<file path="config.mk">
export PLATFORM = sky130hd
export DESIGN_NAME = byte_offset_delta_encoder
export DESIGN_NICKNAME = d
export VERILOG_FILES = /design/src/rtl/bode_pkg.sv /design/src/rtl/bode_front.sv /design/src/rtl/bode_queue.sv /design/src/rtl/bode_back.sv /design/src/rtl/byte_offset_delta_encoder.sv
export SDC_FILE = /design/constraint.sdc
export NUM_CORES = 1
export LEC_CHECK = 0
export BUFFER_PORTS_ARGS = -buffer_cell sky130_fd_sc_hd__buf_2
export CAP_MARGIN = 5
export CORE_MARGIN = 8
export CORE_UTILIZATION = 45
export DETAILED_ROUTE_END_ITERATION = 12
export GPL_TIMING_DRIVEN = 0
export SLEW_MARGIN = 25
export SYNTH_ARGS = -nofsm -noshare
export SYNTH_HDL_FRONTEND = slang
export SYNTH_SLANG_ARGS = --single-unit
</file>
<file path="constraint.sdc">
create_clock -name clk -period 3.8 [get_ports clk]
set_input_delay 0.19 -clock clk [delete_from_list [all_inputs] [get_ports clk]]
set_output_delay 0.19 -clock clk [all_outputs]
set_load 0.005 [all_outputs]
</file>
<file path="src/rtl/bode_pkg.sv">
// Shared types and constants for the byte-offset delta encoder.
package bode_pkg;

    localparam logic [7:0] ESCAPE_BYTE = 8'h80;
    localparam logic [7:0] ZERO_BYTE = 8'h00;
    localparam int unsigned BYTE_IDX_W = 3;

    typedef enum logic [1:0]
    {
        LEN_ONE,
        LEN_THREE,
        LEN_SEVEN
    } code_len_t;

    typedef struct packed
    {
        logic [31:0] delta;
        code_len_t   len;
    } code_entry_t;

endpackage

</file>
<file path="src/rtl/bode_front.sv">
// Front end: takes samples, forms the wrapped difference and picks the code length.
module bode_front
(
    input  logic                 clk,
    input  logic                 rst_n,
    input  logic                 in_valid,
    output logic                 in_stall,
    input  logic signed [31:0]   sample,
    input  logic                 end_of_image,
    input  logic                 queue_full,
    output logic                 push,
    output bode_pkg::code_entry_t push_entry
);
    import bode_pkg::*;

    logic [31:0] prev_reg;
    logic [31:0] prev_next;
    logic [31:0] delta;
    logic        fits8;
    logic        fits16;

    always_comb
    begin
        delta = $unsigned(sample) - prev_reg;
        fits8 = (delta[31:7] == '0) || (delta[31:7] == '1);
        fits16 = (delta[31:15] == '0) || (delta[31:15] == '1);
        push_entry.delta = delta;
        if (fits8 && (delta[7:0] != ESCAPE_BYTE))
        begin
            push_entry.len = LEN_ONE;
        end
        else if (fits16 && (delta[15:0] != {ESCAPE_BYTE, ZERO_BYTE}))
        begin
            push_entry.len = LEN_THREE;
        end
        else
        begin
            push_entry.len = LEN_SEVEN;
        end
        in_stall = queue_full;
        push = in_valid && !queue_full;
        prev_next = end_of_image ? '0 : $unsigned(sample);
    end

    always_ff @(posedge clk or negedge rst_n)
    begin
        if (!rst_n)
        begin
            prev_reg <= '0;
        end
        else if (push)
        begin
            prev_reg <= prev_next;
        end
    end

endmodule

</file>
<file path="src/rtl/bode_queue.sv">
// Short queue of classified differences between the front and back ends.
module bode_queue #(
    parameter int unsigned DEPTH = 2
)
(
    input  logic                  clk,
    input  logic                  rst_n,
    input  logic                  push,
    input  bode_pkg::code_entry_t push_entry,
    output logic                  full,
    input  logic                  pop,
    output logic                  not_empty,
    output bode_pkg::code_entry_t head_entry
);
    import bode_pkg::*;

    localparam int unsigned PTR_W = (DEPTH > 1) ? $clog2(DEPTH) : 1;
    localparam int unsigned CNT_W = $clog2(DEPTH + 1);
    localparam logic [PTR_W-1:0] LAST_PTR = PTR_W'(DEPTH - 1);
    localparam logic [CNT_W-1:0] FULL_CNT = CNT_W'(DEPTH);

    code_entry_t      mem_reg [DEPTH];
    logic [PTR_W-1:0] wr_ptr_reg;
    logic [PTR_W-1:0] rd_ptr_reg;
    logic [CNT_W-1:0] count_reg;
    logic [CNT_W-1:0] count_next;

    always_comb
    begin
        full = (count_reg == FULL_CNT);
        not_empty = (count_reg != '0);
        head_entry = mem_reg[rd_ptr_reg];
        count_next = count_reg;
        if (push && !pop)
        begin
            count_next = count_reg + 1'b1;
        end
        else if (pop && !push)
        begin
            count_next = count_reg - 1'b1;
        end
    end

    always_ff @(posedge clk)
    begin
        if (push)
        begin
            mem_reg[wr_ptr_reg] <= push_entry;
        end
    end

    always_ff @(posedge clk or negedge rst_n)
    begin
        if (!rst_n)
        begin
            wr_ptr_reg <= '0;
            rd_ptr_reg <= '0;
            count_reg <= '0;
        end
        else
        begin
            count_reg <= count_next;
            if (push)
            begin
                wr_ptr_reg <= (wr_ptr_reg == LAST_PTR) ? '0 : wr_ptr_reg + 1'b1;
            end
            if (pop)
            begin
                rd_ptr_reg <= (rd_ptr_reg == LAST_PTR) ? '0 : rd_ptr_reg + 1'b1;
            end
        end
    end

endmodule

</file>
<file path="src/rtl/bode_back.sv">
// Back end: serializes each queued difference into code bytes through an output register.
module bode_back
(
    input  logic                  clk,
    input  logic                  rst_n,
    input  logic                  not_empty,
    input  bode_pkg::code_entry_t head_entry,
    output logic                  pop,
    output logic                  out_valid,
    input  logic                  out_stall,
    output logic [7:0]            code_byte,
    output logic                  last_byte
);
    import bode_pkg::*;

    logic [BYTE_IDX_W-1:0] idx_reg;
    logic                  valid_reg;
    logic [7:0]            byte_reg;
    logic                  last_reg;
    logic [7:0]            byte_next;
    logic                  last_next;
    logic                  advance;
    logic [31:0]           d;

    always_comb
    begin
        d = head_entry.delta;
        byte_next = ESCAPE_BYTE;
        last_next = 1'b1;
        case (head_entry.len)
            LEN_ONE:
            begin
                byte_next = d[7:0];
                last_next = 1'b1;
            end
            LEN_THREE:
            begin
                case (idx_reg)
                    3'd0:    byte_next = ESCAPE_BYTE;
                    3'd1:    byte_next = d[7:0];
                    default: byte_next = d[15:8];
                endcase
                last_next = (idx_reg == 3'd2);
            end
            LEN_SEVEN:
            begin
                case (idx_reg)
                    3'd0:    byte_next = ESCAPE_BYTE;
                    3'd1:    byte_next = ZERO_BYTE;
                    3'd2:    byte_next = ESCAPE_BYTE;
                    3'd3:    byte_next = d[7:0];
                    3'd4:    byte_next = d[15:8];
                    3'd5:    byte_next = d[23:16];
                    default: byte_next = d[31:24];
                endcase
                last_next = (idx_reg == 3'd6);
            end
            default:
            begin
                byte_next = ESCAPE_BYTE;
                last_next = 1'b1;
            end
        endcase
        advance = not_empty && (!valid_reg || !out_stall);
        pop = advance && last_next;
        out_valid = valid_reg;
        code_byte = byte_reg;
        last_byte = last_reg;
    end

    always_ff @(posedge clk)
    begin
        if (advance)
        begin
            byte_reg <= byte_next;
            last_reg <= last_next;
        end
    end

    always_ff @(posedge clk or negedge rst_n)
    begin
        if (!rst_n)
        begin
            valid_reg <= 1'b0;
            idx_reg <= '0;
        end
        else if (advance)
        begin
            valid_reg <= 1'b1;
            idx_reg <= last_next ? '0 : idx_reg + 1'b1;
        end
        else if (!out_stall)
        begin
            valid_reg <= 1'b0;
        end
    end

endmodule

</file>
<file path="src/rtl/byte_offset_delta_encoder.sv">
// Byte-offset delta encoder top level: front end, difference queue and byte serializer.
// Each sample becomes one code byte for a difference within +/-127, three
// bytes for one within +/-32767 and seven otherwise. The back end puts out
// one byte per cycle while out_stall is low, so small differences then
// stream at one sample per cycle, and the queue of QUEUE_DEPTH entries lets
// the front end keep taking samples while an escaped code is being serialized.
module byte_offset_delta_encoder #(
    parameter int unsigned QUEUE_DEPTH = 2
)
(
    input  logic               clk,
    input  logic               rst_n,
    input  logic               in_valid,
    output logic               in_stall,
    input  logic signed [31:0] sample,
    input  logic               end_of_image,
    output logic               out_valid,
    input  logic               out_stall,
    output logic [7:0]         code_byte,
    output logic               last_byte
);
    import bode_pkg::*;

    code_entry_t push_entry;
    code_entry_t head_entry;
    logic        push;
    logic        pop;
    logic        queue_full;
    logic        not_empty;

    bode_front u_front
    (
        .clk          (clk),
        .rst_n        (rst_n),
        .in_valid     (in_valid),
        .in_stall     (in_stall),
        .sample       (sample),
        .end_of_image (end_of_image),
        .queue_full   (queue_full),
        .push         (push),
        .push_entry   (push_entry)
    );

    bode_queue #(
        .DEPTH (QUEUE_DEPTH)
    ) u_queue
    (
        .clk        (clk),
        .rst_n      (rst_n),
        .push       (push),
        .push_entry (push_entry),
        .full       (queue_full),
        .pop        (pop),
        .not_empty  (not_empty),
        .head_entry (head_entry)
    );

    bode_back u_back
    (
        .clk        (clk),
        .rst_n      (rst_n),
        .not_empty  (not_empty),
        .head_entry (head_entry),
        .pop        (pop),
        .out_valid  (out_valid),
        .out_stall  (out_stall),
        .code_byte  (code_byte),
        .last_byte  (last_byte)
    );

endmodule

</file>
# [After elaboration in Yosys (flattened, before gate mapping)]
# Memories as Yosys holds them, arrays and structs flattened.
# Index checks and enable logic that the tools add are counted.
[op_classes] add_sub_neg=6 multipliers=0 div_mod_pow=0 magnitude_cmp=0 n_eq_ne=14 shift=0 n_mux=16 n_bitwise=0 n_reduce_logical=22
[ops] operator="8-bit case mux with 5 select lines" count=1
[ops] operator="32-bit 2-to-1 mux" count=1
[ops] operator="32-bit subtractor" count=1
[ops] operator="25-bit == test (second input constant)" count=1
[ops] operator="25-bit logical NOT" count=1
[ops] operator="8-bit case mux with 3 select lines" count=1
[ops] operator="17-bit == test (second input constant)" count=1
[ops] operator="17-bit logical NOT" count=1
[ops] operator="16-bit inequality test (second input constant)" count=1
[ops] operator="8-bit case mux with 2 select lines" count=1
[ops] operator="3-bit == test (second input constant)" count=3
[ops] operator="2-bit 2-to-1 mux" count=4
[ops] operator="8-bit inequality test (second input constant)" count=1
[ops] operator="1-bit logical AND" count=7
[ops] operator="3-bit by 2-bit == test with 1-bit output (second input constant)" count=2
[ops] operator="1-bit 2-to-1 mux" count=6
[ops] operator="1-bit logical NOT" count=5
[ops] operator="2-bit == test (second input constant)" count=2
[ops] operator="2-bit nonzero test" count=2
[ops] operator="3-bit by 1-bit adder with 3-bit output (second input constant)" count=1
[ops] operator="3-bit by 1-bit == test with 1-bit output (second input constant)" count=1
[ops] operator="3-bit logical NOT" count=1
[ops] operator="1-bit logical OR" count=3
[ops] operator="3-bit 2-to-1 mux" count=1
[ops] operator="other kinds (8)" count=9
[word_totals] regBits=49 latch_bits=0 ramBits=68 rom_bits=0 input_bits=37 output_inout_bits=11 word_cells=67 memories=1
[memory_table] name="u_queue.mem_reg" depth=2 word_bits=34 read_ports=1 rd_ports_with_merged_regs=0 write_ports=1 line="bode_queue.sv:22" source="code_entry_t mem_reg [DEPTH];"

# [Logic depth before layout (Yosys ltp)]
# Gate-level depths: netlist (run 1).
[logic_depth] ltp_word=7 mapped_depth=15 ltp_nobuf=12

# [Hierarchy]
# Synthesis (run 1) repeated with hierarchy kept, for this count alone.
[hier_totals] cells_unflattened=649 hier_area_um2=7189.4
[by_module_without_submodules] mod="bode_front" instances=1 cells_each=425 area_each_um2=3390.8 seq_area_each_um2=800.8
[by_module_without_submodules] mod="bode_queue" instances=1 cells_each=122 area_each_um2=2793.9 seq_area_each_um2=2142.1
[by_module_without_submodules] mod="bode_back" instances=1 cells_each=102 area_each_um2=1004.7 seq_area_each_um2=370.4

# [Worst setup path after synthesis (run 1)]
# OpenSTA, ideal clock, no wires.
[synth_path] kind="reg2reg" start="reg u_front.prev_reg[0]" end="mem u_queue.mem_reg[0][1] (netlist bit), data pin" setup_ns=0.258 t_arrival_ns=3.079 required_time_ns=3.542 slack_ns=0.463 path_stages_with_launch=12 path_buffers=0 synth_period_minus_slack_ns=3.337 path_cell_list="dfrtp_1 -> ha_1 -> fa_1 -> nand2b_1 -> a21oi_1 -> o21ai_1 -> a2111oi_1 -> o21ai_0 -> a22oi_1 -> nand4_1 -> or4_4 -> o21a_1"
[synth_rtl] item="from (decl)" line="bode_front.sv:16" source="logic [31:0] prev_reg;"
[synth_rtl] item="from (signal assigned)" line="bode_front.sv:53" source="prev_reg <= prev_next;"
[synth_rtl] item="to (decl)" line="bode_queue.sv:22"

==> flow_metrics.env, run 1 <==
export IMPL_yosysWarnings=0
export IMPL_antenna_found_initial=0
export IMPL_clock_path_buffers=2
export IMPL_path_class="register to register"
export IMPL_drv_slew=0
export IMPL_gp_congestion=0.9152
export IMPL_fin_skew_ps=8.567
export IMPL_grt_start_max_net_pins=41
export IMPL_first_pass_iters=6
export IMPL_dp_hpwl_um=14140
export IMPL_ys_seq_area_share_pct=45.03
export IMPL_r2r_start="u_front.prev_reg[8]"
export IMPL_min_from="sample[16]"
export IMPL_crit_fanout=10
export IMPL_dieArea_mm2=0.02070
export IMPL_hold_viol=0
export IMPL_clkTransAtPathRegs_ps=60
export IMPL_largest_register_ffs=68
export IMPL_holdPathStages=3
export IMPL_outcome="finished clean"
export IMPL_clk_insertion_delay_late_ps=440
export IMPL_p_leak_uw=0.003252
export IMPL_rsz0062_at_grt="no"
export IMPL_synthArstFlopShare_pct=34.19
export IMPL_grt_overflow_total=0
export IMPL_die_x_um=143.9
export IMPL_grt_busiest_layer="met2"
export IMPL_fp_coreArea_mm2=0.01594
export IMPL_wl_per_cell_um=18.49
export IMPL_initialDrtViolationCount=473
export IMPL_drc=0
export IMPL_relSlewSlack_pct=51.19
export IMPL_final_layout_size_suffix_gt1_share_pct=16.22
export IMPL_drv_cap=0
export IMPL_hold_class="primary input to register"
export IMPL_grt_use_met1_pct=22.97
export IMPL_worstRegToRegCells=12
export IMPL_grt_use_met2_pct=32.01
export IMPL_cts_sinks=117
export IMPL_fmax_mhz=276.6
export IMPL_start_util_pct=46.15
export IMPL_root_buffer="clkbuf_16"
export IMPL_fin_tns_setup_ps=0
export IMPL_irDropWorstVdd_v=0.0003807
export IMPL_grt_util_met3_pct=4.479
export IMPL_end_kind="register"
export IMPL_area_delta_synth_final_pct=16.26
export IMPL_dpl_instance_area_mm2=0.007930
export IMPL_period_minus_slack_ps=3615
export IMPL_ys_flop_type="edfxtp_1"
export IMPL_via_count=5983
export IMPL_synthesis_nets=813
export IMPL_cts_tree="done"
export IMPL_cp_start_kind="register"
export IMPL_antenna_cells=0
export IMPL_synth_edff_count=77
export IMPL_grt_pass1_vias=5930
export IMPL_powerDensity_mw_per_mm2=802.9
export IMPL_track_usage_pct=18.96
export IMPL_period_share_pct=95.13
export IMPL_via_per_inst=5.809
export IMPL_syn_area_mm2=0.007357
export IMPL_critPathArrivalTime_ps=3780
export IMPL_grt_pass1_wl_um=30140
export IMPL_finalSetupViolCount=0
export IMPL_worstPathRequired_ps=3970
export IMPL_io_pins=48
export IMPL_post_cts_setup_buffer_count=0
export IMPL_synth_cell_types=73
export IMPL_io_buffers=47
export IMPL_avgSynthCellArea_um2=10.02
export IMPL_nets=881
export IMPL_ant_nets=0
export IMPL_fp_dieH_um=143.9
export IMPL_syn_inst=734
export IMPL_drt_total_wl_um=19040
export IMPL_startpoint="u_front.prev_reg[8]"
export IMPL_fp_row_count=46
export IMPL_cts_buffers=17
export IMPL_synth_seq_cells=117
export IMPL_fin_area_mm2=0.008553
export IMPL_htreeDepth=4
export IMPL_worst_pin_slew_ps=728.9
## synthesized netlist by cell type, types with 23 or more instances
cell type	number	share of area [%]
nand3b_1	30	3.1
nand3_1	23	1.6
inv_1	50	2.6
nor2_1	49	2.5
o21ai_0	52	3.5
ha_1	41	7.0
nand2_1	44	2.2
dfrtp_1	40	14
a21oi_1	36	2.4
edfxtp_1	77	31
mux2_2	24	3.7
clkbuf_1	29	1.5
## per-stage QoR
stage | utilization [%] | cells | setup slack, ps | hold slack (ps) | power [uW]
after global placement | 49.32 | 997 | -371.3 | 403.0 | 5143
final | 53.65 | 1030 | 185.0 | 8.861 | 6867
after floorplan | - | 734 | 463.3 | -105.6 | 4342
after global routing | 53.65 | 1030 | 12.05 | 29.49 | 7307
after detailed placement | 49.74 | 999 | -455.2 | 416.8 | 5264
after CTS | 53.48 | 1032 | 6.662 | 6.374 | 6860
## path summary, 6_finish.rpt
kind | endpoint | slack (ps)
setup / recovery | u_queue.mem_reg[1][1] | 190
hold / removal | u_front.prev_reg[16] | 9
setup reg to reg | u_queue.mem_reg[1][1] | 190
hold reg to reg | u_front.prev_reg[0] | 500
max in group asynchronous | u_front.prev_reg[19] | 3120
min in group asynchronous | u_back.out_valid | 300
## metal layers
| metal | part of all wire (%) | up-vias |
|---|---|---|
| met2 | 49 | 153 |
| met1 | 45 | 2902 |
| li1 | - | 2907 |
| met4 | 1.5 | 0 |
| met5 | 0 | - |
| met3 | 4.6 | 21 |
## critical path, stage by stage (launching register included)
cell and delay, ps:
dfrtp_1 320, inv_1 40, ha_1 310, clkbuf_1 380, nand2_1 130, nor3_1 240
o21ai_2 130, a31oi_1 370, a221o_1 300, a21oi_1 110, xnor2_1 260, or4_4 580
o21a_1 160
## timing repair
item                       4_1_cts  5_1_grt
cloned                           0        0
setup endpoints to repair        7        6
hold buffers                     2        0
gates resized for setup          4        9
hold endpoints to repair        41        0
## final cells by class
class,instances,area [um^2]
buffer,35,145.1
clock buffer,18,429.2
clock inverter,13,135.1
fill,1491,7390
inverter,50,187.7
multi-input combinational,530,3760
sequential,117,3313
tap,216,270.3
timing repair buffer,51,312.8
## where the power goes
group | internal, uW | switching (uW) | leakage, uW
logic | 1140 | 2010 | 0.00176
clock network | 955 | 610 | 0.000264
registers | 2010 | 153 | 0.00123
total | 4100 | 2770 | 0.00325
## cell families (layout without fill, tap and decap cells)
group | after synthesis | in the layout | share of synthesized area [%]
AO/OA/AOI/OAI | 205 | 205 | 18.86
XOR/XNOR | 20 | 20 | 2.381
AND/OR/NAND/NOR | 226 | 226 | 16.45
flip-flops | 117 | 117 | 45.03
adder cells (fa/ha/maj) | 42 | 42 | 7.245
buffers and inverters | 87 | 167 | 4.592
multiplexers | 37 | 37 | 5.442
## placed cells by master, fill, tap and decap left out, types with 16 or more instances in the layout
master and count:
ha_1 41, o21ai_0 49, clkbuf_16 17, nand3_1 23, a21oi_1 34, inv_1 50
nor2_1 48, dfrtp_1 40, nand3b_1 30, clkbuf_1 27, buf_2 51, edfxtp_1 77
o211ai_1 16, mux2_2 24, nand2_1 44
Note: power is estimated with default switching activity, not from simulation.
==> inputs of run 2 (changes only) <==
- CORE_ASPECT_RATIO: unset -> 0.6
- GPL_ROUTABILITY_DRIVEN: unset -> 1
- SETUP_SLACK_MARGIN: unset -> 0.05
==> run 2 against run 1 <==
  * Sequential power hardly changed
  * Via count is 2.7% higher
  * Clock skew is 5.3 ps higher
  * Sequential share of layout area is 0.26 points lower
  * Sequential cell count stayed put
  * Largest cell class unchanged
==> flow_metrics.env, run 2 (synthesized netlist as in run 1, its figures left out) <==
export IMPL_outcome="finished clean"
export IMPL_hold_class="primary input to register"
export IMPL_track_usage_pct=19.55
export IMPL_gp_congestion=0.8927
export IMPL_fin_skew_ps=13.84
export IMPL_end_kind="register"
export IMPL_r2r_start="u_front.prev_reg[6]"
export IMPL_relSlewSlack_pct=47.29
export IMPL_p_leak_uw=0.003290
export IMPL_grt_pass1_wl_um=32210
export IMPL_io_pins=48
export IMPL_worstPathRequired_ps=3950
export IMPL_drt_total_wl_um=20240
export IMPL_post_cts_setup_buffer_count=0
export IMPL_largest_register_ffs=68
export IMPL_die_x_um=181.1
export IMPL_powerDensity_mw_per_mm2=826.2
export IMPL_nets=880
export IMPL_min_from="sample[26]"
export IMPL_cts_sinks=117
export IMPL_grt_overflow_total=0
export IMPL_grt_pass1_vias=5953
export IMPL_ant_nets=0
export IMPL_fin_area_mm2=0.008611
export IMPL_hold_viol=0
export IMPL_cts_tree="done"
export IMPL_r2r_end="u_queue.mem_reg[0][1]"
export IMPL_hold_end="u_front.prev_reg[26]"
export IMPL_fp_row_count=36
export IMPL_clkTransAtPathRegs_ps=60
export IMPL_start_util_pct=45.62
export IMPL_cp_start_kind="register"
export IMPL_critPathArrivalTime_ps=3730
export IMPL_drv_slew=0
export IMPL_cts_buffers=17
export IMPL_final_common_cell="edfxtp_1"
export IMPL_finalSetupViolCount=0
export IMPL_htreeDepth=4
export IMPL_fp_dieH_um=115.0
export IMPL_rsz0062_at_grt="no"
export IMPL_initialDrtViolationCount=610
export IMPL_path_class="register to register"
export IMPL_clk_insertion_delay_late_ps=410
export IMPL_drc=0
export IMPL_area_delta_synth_final_pct=17.04
export IMPL_io_buffers=47
export IMPL_dp_hpwl_um=15150
export IMPL_holdPathStages=3
export IMPL_dieArea_mm2=0.02083
export IMPL_regToRegSetupSlack_ps=220
export IMPL_crit_fanout=7
export IMPL_clock_path_buffers=2
export IMPL_via_per_inst=6.009
export IMPL_drv_cap=0
export IMPL_period_share_pct=94.24
export IMPL_worst_pin_slew_ps=790.6
export IMPL_wl_per_cell_um=19.78
export IMPL_worstRegToRegCells=12
export IMPL_first_pass_iters=7
export IMPL_layout_common_cells="77 x edfxtp_1, 50 x inv_1, 50 x buf_2"
export IMPL_period_minus_slack_ps=3581
export IMPL_antenna_found_initial=0
export IMPL_grt_start_max_net_pins=41
export IMPL_fp_coreArea_mm2=0.01613
export IMPL_dpl_instance_area_mm2=0.007906
export IMPL_antenna_cells=0
export IMPL_fin_tns_setup_ps=0
export IMPL_via_count=6147
export IMPL_fmax_mhz=279.2
export IMPL_root_buffer="clkbuf_16"
export IMPL_fin_hold_ws_ps=28.89
export IMPL_final_layout_size_suffix_gt1_share_pct=16.95
export IMPL_irDropWorstVdd_v=0.0003413
## run 2: cell count changes in the layout (fill, tap and decap cells not counted), moves of 2 or more
cell / previous run / this run
buf_16: 2 / 0
clkinvlp_4: 5 / 1
clkbuf_1: 27 / 25
buf_12: 0 / 2
inv_6: 1 / 7
o21ai_2: 2 / 4
clkinv_2: 4 / 0
## run 2: layout make-up
type | instances | area [um^2]
clock buffer | 18 | 439.2
timing repair buffer | 51 | 297.8
sequential | 117 | 3313
fill | 1483 | 7515
clock inverter | 14 | 187.7
multi-input combinational | 530 | 3780
tap | 209 | 261.5
inverter | 50 | 187.7
buffer | 34 | 143.9
## run 2: repair_timing
action / 4_1_cts / 5_1_grt
hold buffers: 2 / 0
hold endpoints to repair: 27 / 0
endpoints found under the setup margin: 13 / 6
resized for setup: 5 / 14
gates cloned: 0 / 0
## run 2: worst max path at each step
stage / from / to / slack (ps)
CTS: u_queue.rd_ptr_reg / u_queue.count_reg[1] / 30
floorplan: u_front.prev_reg[0] / u_queue.mem_reg[0][1] / 460
global route: u_front.prev_reg[0] / u_queue.mem_reg[0][1] / 60
detailed placement: u_queue.rd_ptr_reg / u_queue.count_reg[1] / -470
global placement: u_queue.rd_ptr_reg / u_queue.count_reg[1] / -450
finish: u_front.prev_reg[6] / u_queue.mem_reg[0][1] / 220
## run 2: where the power goes
part | total, uW | switching (uW) | internal (uW)
Clock | 1720 | 650 | 1070
Combinational | 3230 | 2090 | 1140
Sequential | 2160 | 157 | 2000
Total | 7110 | 2900 | 4210
## run 2: worst max-delay path, cell delays in order (launching register included)
cell and delay (ps):
dfrtp_1 360, inv_1 80, ha_1 220, clkbuf_1 200
a21oi_2 270, nor3_1 110, nor3_1 290, a31oi_2 220
a221o_1 410, a211oi_2 250, xnor2_1 180, or4_4 580
o21a_1 160
## run 2: per-layer routing
metal  vias to the layer above  part of all wire (%)  track usage (%)
met3                        20                   7.0            3.534
li1                       2912                     -                -
met2                       245                    42            28.60
met4                         0                  0.84            5.003
met1                      2970                    50            29.24
met5                         -                     0                0
## run 2: through the flow
| stage | total power [uW] | cells | util [%] | setup slack [ps] |
|---|---|---|---|---|
| final | 7114 | 1023 | 53.40 | 218.7 |
| after CTS | 7076 | 1026 | 53.19 | 28.59 |
| after floorplan | 4342 | 734 | - | 463.3 |
| after global placement | 5185 | 990 | 48.70 | -447.6 |
| after detailed placement | 5311 | 992 | 49.03 | -472.7 |
| after global routing | 7561 | 1023 | 53.40 | 55.38 |
==> inputs of run 3 (changes only) <==
- ABC_AREA: unset -> 1
==> run 3 against run 2 <==
  * Synthesized cell count is 46% higher
  * Register-to-register slack better by 230 ps
  * Final area rose by 4.9%
  * Critical path type unchanged
  * Setup slack gained 230 ps
  * Highest routed layer unchanged
==> flow_metrics.env, run 3 <==
export IMPL_outcome="finished clean"
export IMPL_fp_coreArea_mm2=0.01708
export IMPL_syn_area_mm2=0.007843
export IMPL_dieArea_mm2=0.02205
export IMPL_fmax_mhz=298.3
export IMPL_io_pins=48
export IMPL_ys_flop_type="edfxtp_1"
export IMPL_fin_skew_ps=7.886
export IMPL_crit_fanout=14
export IMPL_switching_share_pct=43.96
export IMPL_final_layout_size_suffix_gt1_share_pct=10.99
export IMPL_irDropWorstVdd_v=0.0003324
export IMPL_finalSetupViolCount=0
export IMPL_wl_per_cell_um=15.37
export IMPL_yosysWarnings=0
export IMPL_largest_register_ffs=68
export IMPL_initialDrtViolationCount=735
export IMPL_fin_area_mm2=0.009034
export IMPL_io_buffers=47
export IMPL_synth_cell_types=38
export IMPL_numPlacedInstances=1357
export IMPL_drv_cap=0
export IMPL_clkTransAtPathRegs_ps=60
export IMPL_yosysMostFrequentCell="nand2_1"
export IMPL_clk_insertion_delay_late_ps=420
export IMPL_htreeDepth=4
export IMPL_track_usage_pct=19.75
export IMPL_cts_tree="done"
export IMPL_ant_nets=0
export IMPL_synthesis_nets=1153
export IMPL_p_leak_uw=0.004490
export IMPL_grt_start_max_net_pins=41
export IMPL_period_minus_slack_ps=3353
export IMPL_drv_slew=0
export IMPL_ys_seq_area_share_pct=42.25
export IMPL_synth_commonest_cells="353 x nand2_1, 197 x inv_1, 80 x nand3_1"
export IMPL_die_x_um=186.4
export IMPL_fin_tns_setup_ps=0
export IMPL_via_per_inst=4.933
export IMPL_drt_total_wl_um=21370
export IMPL_syn_inst=1074
export IMPL_drc=0
export IMPL_fp_row_count=37
export IMPL_layout_common_cells="353 x nand2_1, 197 x inv_1, 80 x nand3_1"
export IMPL_gp_congestion=0.8991
export IMPL_hold_class="primary input to register"
export IMPL_clock_path_buffers=2
export IMPL_rsz0062_at_grt="no"
export IMPL_cts_sinks=117
export IMPL_via_count=6857
export IMPL_final_common_cell="nand2_1"
export IMPL_powerDensity_mw_per_mm2=807.9
export IMPL_synthArstFlopShare_pct=34.19
export IMPL_path_class="register to register"
export IMPL_antenna_found_initial=0
export IMPL_root_buffer="clkbuf_16"
export IMPL_synth_seq_cells=117
export IMPL_seq_power_share_pct=30.0
export IMPL_hold_viol=0
export IMPL_fp_dieH_um=118.3
export IMPL_nets=1222
export IMPL_first_pass_iters=5
export IMPL_dp_hpwl_um=16820
export IMPL_start_util_pct=45.91
export IMPL_yosysTopAreaCellShare_pct=29.48
export IMPL_grt_pass1_vias=6228
export IMPL_worstPathRequired_ps=4090
export IMPL_antenna_cells=0
export IMPL_avgSynthCellArea_um2=7.302
export IMPL_post_cts_setup_buffer_count=0
export IMPL_grt_overflow_total=0
export IMPL_fin_cells=1390
export IMPL_cp_start_kind="register"
export IMPL_internal_power_uw=4090
export IMPL_yosysTopAreaCell="edfxtp_1"
export IMPL_synth_edff_count=77
export IMPL_period_share_pct=88.23
export IMPL_critPathArrivalTime_ps=3650
export IMPL_dpl_instance_area_mm2=0.008439
export IMPL_cts_buffers=17
export IMPL_relSlewSlack_pct=49.35
export IMPL_synth_area_leaders="edfxtp_1 29%, nand2_1 17%, dfrtp_1 13%"
export IMPL_power_net_switching_uw=3208
export IMPL_regToRegSetupSlack_ps=450
export IMPL_p_comb_share_pct=48.6
export IMPL_clkPwrFrac_pct=21.4
export IMPL_area_delta_synth_final_pct=15.19
export IMPL_end_kind="register"
export IMPL_grt_pass1_wl_um=34390
export IMPL_worst_pin_slew_ps=759.7
run 3: repair_timing:
action | in CTS | in global routing
hold endpoints to repair | 42 | 0
gates resized for setup | 0 | 1
setup endpoints to repair | 1 | 1
hold buffers | 3 | 0
run 3: layout make-up:
type                            count  area, um^2
Sequential cell                   117        3314
Multi-Input combinational cell    731        3700
Tap cell                          234       292.8
Clock inverter                     10       106.4
Clock buffer                       22       464.2
Fill cell                        1663        8049
Inverter                          207       777.0
Timing Repair Buffer               52       315.3
Buffer                             17       63.81
run 3: cells by family (layout without fill, tap and decap cells):
logic type / after synthesis / after routing / share of synthesized area [%]
flops: 117 / 117 / 42.25
simple gates: 564 / 564 / 30.62
fa+ha+maj: 42 / 42 / 6.796
xor+xnor: 16 / 16 / 1.883
compound gates: 108 / 108 / 7.514
buf+inv: 226 / 308 / 10.82
mux: 1 / 1 / 0.1276
run 3: power by group through the flow:
stage	logic [uW]	registers (uW)	clock network, uW
global route	4020	2240	1640
CTS	3520	2190	1590
detailed placement	3520	2190	0
global placement	3440	2190	0
floorplan	2450	2170	0
finish	3540	2190	1570
run 3: path summary, 6_finish.rpt:
check	start	end	cells after the start
min	sample[12]	u_front.prev_reg[12]	3
min in group asynchronous	rst_n	u_front.prev_reg[11]	2
max	u_queue.rd_ptr_reg	u_queue.count_reg[1]	15
min reg2reg	u_front.prev_reg[0]	u_front.prev_reg[0]	2
max in group asynchronous	rst_n	u_queue.rd_ptr_reg	2
max reg2reg	u_queue.rd_ptr_reg	u_queue.count_reg[1]	15
run 3: per-layer routing:
metal  global-route usage (%)  share of wire (%)
met1                    31.90                 55
met2                    25.61                 37
met3                    4.551                7.8
met4                    3.884               0.79
met5                        0                  0
run 3: critical path: stages, from the launching register on:
cell and delay, ps:
dfrtp_2 490, inv_1 310, or2_2 360, o21ai_0 150, inv_1 110, ha_1 190
clkbuf_1 190, and3_1 230, a31oi_1 180, and2_1 200, inv_1 70, nand2_1 90
ha_1 270, a21oi_1 110, o21ai_0 110, xor2_1 160
run 3: per-stage QoR:
stage | total power, uW | setup WS (ps) | hold WS (ps) | util, %
floorplan | 4617 | 792.5 | -105.6 | -
global placement | 5631 | -40.84 | 398.2 | 49.00
detailed placement | 5706 | -14.65 | 251.1 | 49.40
CTS | 7293 | 175.8 | 13.98 | 52.90
global route | 7897 | 171.6 | 21.58 | 52.88
finish | 7298 | 447.3 | 23.90 | 52.88
